`src/rtl/lrukv_pkg.sv`:
```
package lrukv_pkg;

	localparam int ENTRIES_DEFAULT = 16;
	localparam int CAP_W           = 5;
	localparam int KEY_W           = 32;
	localparam int VAL_W           = 32;

	localparam logic [CAP_W-1:0] CAP_RESET = 5'd16;

	typedef enum logic {
		OP_GET = 1'b0,
		OP_PUT = 1'b1
	} opcode_t;

	typedef struct packed {
		opcode_t            opcode;
		logic [KEY_W-1:0]   lookup_key;
		logic [VAL_W-1:0]   write_value;
	} req_t;

	typedef struct packed {
		logic               hit;
		logic [VAL_W-1:0]   read_value;
		logic               evicted;
		logic [KEY_W-1:0]   evicted_key;
	} result_t;

endpackage

```
`src/rtl/lru_key_value_cache.sv`:
```
// channel   dir  beat content (low bit up)
// s_axis    in   tdata 64: lookup_key, write_value; tuser 1: opcode
// m_axis    out  tdata 64: read_value, evicted_key; tuser 2: hit, evicted
// cfg       in   data 5: cache_capacity
//
// one beat per cycle in both directions while m_axis is not stalled; the input
// beat lands in the input register, and its result is then registered in the
// result register and offered on m_axis from there
// the whole lookup, lru victim pick and rank update sit between those two
// registers, so back-to-back operations see each other's updates
// arst_n clears valid marks, fill count, capacity (to 16) and beat valids
// a stalled m_axis holds the result; one more beat waits in the input stage
module lru_key_value_cache #(
	parameter int ENTRIES = lrukv_pkg::ENTRIES_DEFAULT
) (
	input  logic                         clk,
	input  logic                         arst_n,

	input  logic                         s_axis_tvalid,
	output logic                         s_axis_tready,
	input  logic [63:0]                  s_axis_tdata,  // lookup_key, write_value
	input  logic [0:0]                   s_axis_tuser,  // opcode

	output logic                         m_axis_tvalid,
	input  logic                         m_axis_tready,
	output logic [63:0]                  m_axis_tdata,  // read_value, evicted_key
	output logic [1:0]                   m_axis_tuser,  // hit, evicted

	input  logic                         cfg_valid,
	output logic                         cfg_ready,
	input  logic [lrukv_pkg::CAP_W-1:0]  cfg_data
);

	logic [lrukv_pkg::CAP_W-1:0]  cache_capacity_q;
	lrukv_pkg::req_t              req_s1;
	logic                         valid_s1;
	lrukv_pkg::result_t           res_comb;
	lrukv_pkg::result_t           res_s2;
	logic                         valid_s2;
	logic                         advance;
	logic                         fire;
	logic                         in_beat;

	// capacity register, always writable
	assign cfg_ready = 1'b1;

	always_ff @(posedge clk or negedge arst_n) begin
		if (!arst_n) begin
			cache_capacity_q <= lrukv_pkg::CAP_RESET;
		end else if (cfg_valid && cfg_ready) begin
			cache_capacity_q <= cfg_data;
		end
	end

	// stage 1 moves on whenever the result register is free or being drained
	assign advance       = !valid_s2 || m_axis_tready;
	assign fire          = valid_s1 && advance;
	assign s_axis_tready = !valid_s1 || advance;
	assign in_beat       = s_axis_tvalid && s_axis_tready;

	always_ff @(posedge clk) begin
		if (in_beat) begin
			req_s1.opcode      <= lrukv_pkg::opcode_t'(s_axis_tuser[0]);
			req_s1.lookup_key  <= s_axis_tdata[31:0];
			req_s1.write_value <= s_axis_tdata[63:32];
		end
	end

	always_ff @(posedge clk or negedge arst_n) begin
		if (!arst_n) begin
			valid_s1 <= 1'b0;
		end else if (in_beat) begin
			valid_s1 <= 1'b1;
		end else if (fire) begin
			valid_s1 <= 1'b0;
		end
	end

	// tag store, lookup and lru update
	lrukv_store #(
		.ENTRIES (ENTRIES)
	) u_store (
		.clk            (clk),
		.arst_n         (arst_n),
		.fire           (fire),
		.req            (req_s1),
		.cache_capacity (cache_capacity_q),
		.result         (res_comb)
	);

	// result register
	always_ff @(posedge clk) begin
		if (fire) begin
			res_s2 <= res_comb;
		end
	end

	always_ff @(posedge clk or negedge arst_n) begin
		if (!arst_n) begin
			valid_s2 <= 1'b0;
		end else if (fire) begin
			valid_s2 <= 1'b1;
		end else if (m_axis_tready) begin
			valid_s2 <= 1'b0;
		end
	end

	assign m_axis_tvalid = valid_s2;
	assign m_axis_tdata  = {res_s2.evicted_key, res_s2.read_value};
	assign m_axis_tuser  = {res_s2.evicted, res_s2.hit};

endmodule

```
`src/rtl/lrukv_store.sv`:
```
module lrukv_store #(
	parameter int ENTRIES = lrukv_pkg::ENTRIES_DEFAULT
) (
	input  logic                           clk,
	input  logic                           arst_n,
	input  logic                           fire,
	input  lrukv_pkg::req_t                req,
	input  logic [lrukv_pkg::CAP_W-1:0]    cache_capacity,
	output lrukv_pkg::result_t             result
);

	localparam int RW = (ENTRIES > 1) ? $clog2(ENTRIES) : 1;
	localparam int CW = $clog2(ENTRIES + 1);
	localparam int EW = (CW > lrukv_pkg::CAP_W) ? CW : lrukv_pkg::CAP_W;

	logic [ENTRIES-1:0]            valid_q;
	logic [lrukv_pkg::KEY_W-1:0]   key_q  [ENTRIES];
	logic [lrukv_pkg::VAL_W-1:0]   data_q [ENTRIES];
	logic [RW-1:0]                 rank_q [ENTRIES];
	logic [RW-1:0]                 rank_d [ENTRIES];
	logic [CW-1:0]                 count_q;

	logic [ENTRIES-1:0]            match;
	logic [ENTRIES-1:0]            victim_vec;
	logic [ENTRIES-1:0]            free_vec;
	logic [ENTRIES-1:0]            hit_sel;
	logic [ENTRIES-1:0]            victim_sel;
	logic [ENTRIES-1:0]            free_sel;
	logic [ENTRIES-1:0]            sel;
	logic [EW-1:0]                 cap_eff;
	logic                          found;
	logic                          is_put;
	logic                          full;
	logic                          do_evict;
	logic                          do_fill;
	logic                          install;
	logic [RW-1:0]                 r_hit;
	logic [lrukv_pkg::VAL_W-1:0]   rd;
	logic [lrukv_pkg::KEY_W-1:0]   evk;

	// parallel key compare and rank decode
	always_comb begin
		for (int i = 0; i < ENTRIES; i++) begin
			match[i]      = valid_q[i] && (key_q[i] == req.lookup_key);
			victim_vec[i] = valid_q[i] && ((CW'(rank_q[i]) + CW'(1)) == count_q);
		end
		free_vec   = ~valid_q;
		hit_sel    = match & (~match + ENTRIES'(1));
		victim_sel = victim_vec & (~victim_vec + ENTRIES'(1));
		free_sel   = free_vec & (~free_vec + ENTRIES'(1));
	end

	// clamp capacity to 1..ENTRIES
	always_comb begin
		cap_eff = EW'(cache_capacity);
		if (cap_eff == EW'(0)) begin
			cap_eff = EW'(1);
		end else if (cap_eff > EW'(ENTRIES)) begin
			cap_eff = EW'(ENTRIES);
		end
	end

	always_comb begin
		found    = |match;
		is_put   = (req.opcode == lrukv_pkg::OP_PUT);
		full     = (EW'(count_q) >= cap_eff);
		do_evict = is_put && !found && full;
		do_fill  = is_put && !found && !full && (|free_vec);
		install  = do_evict || do_fill;

		priority if (found) begin
			sel = hit_sel;
		end else if (do_evict) begin
			sel = victim_sel;
		end else if (do_fill) begin
			sel = free_sel;
		end else begin
			sel = '0;
		end

		r_hit = '0;
		rd    = '0;
		evk   = '0;
		for (int i = 0; i < ENTRIES; i++) begin
			r_hit = r_hit | (hit_sel[i] ? rank_q[i] : '0);
			rd    = rd | (hit_sel[i] ? data_q[i] : '0);
			evk   = evk | (victim_sel[i] ? key_q[i] : '0);
		end

		// selected slot becomes most recent, younger valid slots age by one
		for (int i = 0; i < ENTRIES; i++) begin
			if (sel[i]) begin
				rank_d[i] = '0;
			end else if (valid_q[i] && (install || (rank_q[i] < r_hit))) begin
				rank_d[i] = rank_q[i] + RW'(1);
			end else begin
				rank_d[i] = rank_q[i];
			end
		end

		result.hit         = found;
		result.read_value  = (!is_put && found) ? rd : '0;
		result.evicted     = do_evict;
		result.evicted_key = do_evict ? evk : '0;
	end

	always_ff @(posedge clk) begin
		if (fire) begin
			for (int i = 0; i < ENTRIES; i++) begin
				rank_q[i] <= rank_d[i];
				if (sel[i] && is_put) begin
					data_q[i] <= req.write_value;
				end
				if (sel[i] && install) begin
					key_q[i] <= req.lookup_key;
				end
			end
		end
	end

	always_ff @(posedge clk or negedge arst_n) begin
		if (!arst_n) begin
			valid_q <= '0;
			count_q <= '0;
		end else if (fire && do_fill) begin
			valid_q <= valid_q | free_sel;
			count_q <= count_q + CW'(1);
		end
	end

	// fill count tracks the number of valid slots
	a_count_matches_valid: assert property (@(posedge clk) disable iff (!arst_n)
		$countones(valid_q) == int'(count_q))
		else $error("fill count differs from valid slots");

	// keys stay unique among valid slots
	a_single_match: assert property (@(posedge clk) disable iff (!arst_n)
		$onehot0(match))
		else $error("key present in more than one slot");

	// a non-empty store always has exactly one least recent slot to evict
	a_victim_exists: assert property (@(posedge clk) disable iff (!arst_n)
		(count_q != '0) |-> $onehot(victim_vec))
		else $error("recency ranks are not a permutation");

	// a put always leaves the store non-empty
	a_put_leaves_key: assert property (@(posedge clk) disable iff (!arst_n)
		(fire && is_put) |=> (count_q != '0))
		else $error("put left the store empty");

endmodule
```
`config.mk`:
```
export PLATFORM = sky130hd
export DESIGN_NAME = lru_key_value_cache
export DESIGN_NICKNAME = d
export VERILOG_FILES = /design/src/rtl/lrukv_pkg.sv /design/src/rtl/lru_key_value_cache.sv /design/src/rtl/lrukv_store.sv
export SDC_FILE = /design/constraint.sdc
export NUM_CORES = 2
export LEC_CHECK = 0
export BUFFER_PORTS_ARGS = -buffer_cell sky130_fd_sc_hd__buf_2
export CAP_MARGIN = 20
export CORE_ASPECT_RATIO = 2
export CORE_MARGIN = 10
export CORE_UTILIZATION = 25
export DETAILED_ROUTE_END_ITERATION = 7
export SYNTH_ARGS = -nofsm -noshare
export SYNTH_HDL_FRONTEND = slang
export SYNTH_HIERARCHICAL = 1
export SYNTH_SLANG_ARGS = --single-unit
```
`constraint.sdc`:
```
create_clock -name clk -period 7.4 [get_ports clk]
set_input_delay 0.37 -clock clk [delete_from_list [all_inputs] [get_ports clk]]
set_output_delay 0.37 -clock clk [all_outputs]
set_load 0.02 [all_outputs]
```
==> impl_metrics.toml <==
[status]
status = "complete, but fails checks"
violations = "slew limit"

[cells_and_area]
layout_commonest_cell = "edfxtp_1"
stdcell_count = 7535
final_cell_mix = "1,219 x edfxtp_1, 353 x xor2_1, 289 x nand2_1, 251 x xnor2_1, 186 x buf_4"
fin_nets = 4580
drive_gt1_share_pct = 14.1
area_growth_pct = 17.0
final_core_util_pct = 29.4

[yosys]
syn_avg_cell_area_um2 = 13.7
netlist_area_um2 = 57000
ys_seq_area_share_pct = 65.4
ys_async_sr_fraction_pct = 2.25
synth_enable_flop_cells = 1219
yosysWarnings = 6
synth_top_flop_cell = "edfxtp_1"
synth_area_leaders = "edfxtp_1 64%, xor2_1 5.4%, xnor2_1 3.9%"
ys_ff_latch = 1247
synth_top_cell_area_share_pct = 64.2
ys_types = 89
synth_top_area_cell = "edfxtp_1"
syn_inst = 4171
synth_fp_nets = 4293

[global_route]
grt_start_max_net_pins = 66
grt_usage_pct = 18.9
grt_pass1_vias = 40800
overflow = 0
grt_pass1_wl_um = 329000
antenna_found_initial = 25

[sta]
max_slew_margin_pct = -3.01
finalCriticalPeriod_ns = 6.99
final.period_utilization_pct = 94.5
grt_setup_unrepaired = "no"
clock_skew_ns = 0.0710
setup_tns_ns = 0
fmaxAchievable_mhz = 143
slew_violations = 1
tightestPinTransition_ns = 1.55
hold_viol_final = 0
setup_violations = 0
worst_hold_slack_ns = 0.0411

[die]
die_h_um = 695
rows = 247
core_um2 = 227000
ios = 144
die_x_um = 358
start_util_pct = 25.2
dieArea_um2 = 249000

[clock_tree]
path_clk_slew_ns = 0.08
cts.htree.levels = 3
cts_buffer_depth = 3
cts_tree = "done"
cts_made_buffers = 104
cts-root-buf = "clkbuf_16"
clkSinkCount = 1247
clock_latency_ns = 0.76

[detailed_routing]
wire_per_inst_um = 32.3
drt-pass1-iter-count = 8
drtIter0Drc = 4234
vias = 40400
drc = 0
finalWirelength_um = 243000
final_antenna_net_count = 0
via_per_inst = 5.36

[critical_path]
cp-end-kind = "register"
crit_type = "reg2reg"
cp_data_required_time_ns = 7.82
cp_max_fo = 28
setup.worst_path.start_class = "register"
arrival_ns = 7.41

[place]
hpwl_um = 182000
dp_cells = 7253
io_buffers = 142
gp_congestion = 1.03

[power]
pwr-share-clk_pct = 30.4
p_switching_mw = 6.48
powerDensity_nw_per_um2 = 281
leakagePower_nw = 21.1
power_mw = 18.7
power_frac_seq_pct = 44.8
p_int_mw = 12.3
p_comb_share_pct = 24.8
switching_share_pct = 34.6
vdd_drop_max_uv = 199

[hold_path]
hp-class = "in2reg"

[flow_run]
cap_viol_max_count = 0
-- synth_stat cells, types with 9 or more instances --
cell and instances:
a21oi_1 114, nand2b_1 40, or3_1 12, a222oi_1 130
and2_1 27, o21ai_0 44, xor2_1 353, xnor2_1 251
nor2_1 174, a211oi_1 10, nand4_1 125, or2_2 12
inv_1 36, a31o_2 11, nor3_1 69, a221oi_1 107
buf_1 12, dfrtp_1 27, o21bai_1 11, and4_1 21
or4_1 24, nor4b_1 9, nand3_1 151, a21o_1 18
nor2b_1 13, nor4_1 164, nand4b_1 23, clkbuf_1 162
nor3b_1 11, nand3b_1 11, nand2_1 290, a22o_1 34
and3_1 61, ha_1 47, buf_2 48, a31oi_1 51
a2bb2oi_1 22, buf_4 18, a41oi_1 32, edfxtp_1 1219
a211o_1 15, a22oi_1 50
-- worst max-delay path: stages, from the launching register on --
cell      delay [ns]
edfxtp_1        0.49
buf_4           0.45
xor2_1          0.15
nor4_1          0.89
nand3_1         0.20
nor3_2          0.54
or3_1           0.38
nor3_2          0.08
a222oi_1        0.42
nand4_1         0.23
a21oi_1         0.44
nand4_1         0.14
a21oi_1         0.72
buf_4           0.37
ha_1            0.29
nand4_1         0.09
a221oi_1        0.10
a311o_1         0.32
a21oi_1         0.35
-- layout make-up --
cell class | instances | area [um2]
Antenna cell | 8 | 20.0
Clock buffer | 119 | 2660
Clock inverter | 68 | 748
Fill cell | 22700 | 160000
Inverter | 36 | 135
Multi-Input combinational cell | 2641 | 18800
Sequential cell | 1247 | 37300
Tap cell | 2988 | 3740
Timing Repair Buffer | 428 | 3250
-- logic make-up after synthesis --
| logic type | share of synthesized area (%) |
|---|---|
| compound gates | 9.83 |
| xor+xnor | 9.40 |
| fa+ha+maj | 1.07 |
| buf+inv | 2.17 |
| flops | 65.4 |
| mux | 0.298 |
| other cells | 0.00658 |
| simple gates | 11.8 |
-- stage by stage --
stage / setup WS (ns) / cell area (um2)
6_report: 0.408 / 66700
4_1_cts: 0.546 / 66600
5_1_grt: 0.162 / 66700
3_5_place_dp: 0.533 / 62400
3_3_place_gp: 0.655 / 62300
2_1_floorplan: 1.61 / 57000
-- what timing repair did --
item,4_1_cts,5_1_grt
gates resized for setup,0,0
hold buffers,78,0
hold endpoints to repair,98,0
setup buffers,0,0
-- routing by layer --
| layer | wire (um) | track usage, % | up-vias |
|---|---|---|---|
| li1 | - | - | 17000 |
| met1 | 71000 | 16.7 | 20300 |
| met2 | 127000 | 34.6 | 2177 |
| met3 | 14400 | 3.13 | 834 |
| met4 | 31200 | 19.7 | 6 |
| met5 | 34 | 0 | - |
-- final timing paths --
kind | from | to | slack (ns) | depth (start not counted)
worst max register to register | req_s1[57]$_DFFE_PP_ | u_store/rank_q[1][15]$_SDFFCE_PP0P_ | 0.41 | 18
worst min-delay path | s_axis_tdata[29] | req_s1[61]$_DFFE_PP_ | 0.04 | 1
max in group asynchronous | arst_n | u_store/valid_q[0]$_DFFE_PN0P_ | 6.40 | 2
min in group asynchronous | arst_n | u_store/count_q[4]$_DFFE_PN0P_ | 0.41 | 2
worst min register to register | valid_s1$_DFFE_PN0P_ | m_axis_tvalid$_DFFE_PN0P_ | 0.52 | 1
worst max-delay path | req_s1[57]$_DFFE_PP_ | u_store/rank_q[1][15]$_SDFFCE_PP0P_ | 0.41 | 18
-- sequential cells by signal, indices dropped and copies added, names as in the netlist --
register          flops
u_store/valid_q      16
req_s1               65
cache_capacity_q      5
m_axis_tdata         64
valid_s1              1
u_store/count_q       5
u_store/rank_q       64
u_store/key_q       512
m_axis_tvalid         1
m_axis_tuser          2
u_store/data_q      512
-- power groups by stage --
stage	registers (mW)	clock network (mW)	logic, mW
global placement	8.55	0	4.31
finish	8.40	5.71	4.64
floorplan	8.40	0	1.84
detailed placement	8.55	0	4.32
CTS	8.40	5.79	4.37
global route	8.41	6.04	4.60
(Power assumes the default switching activity.)
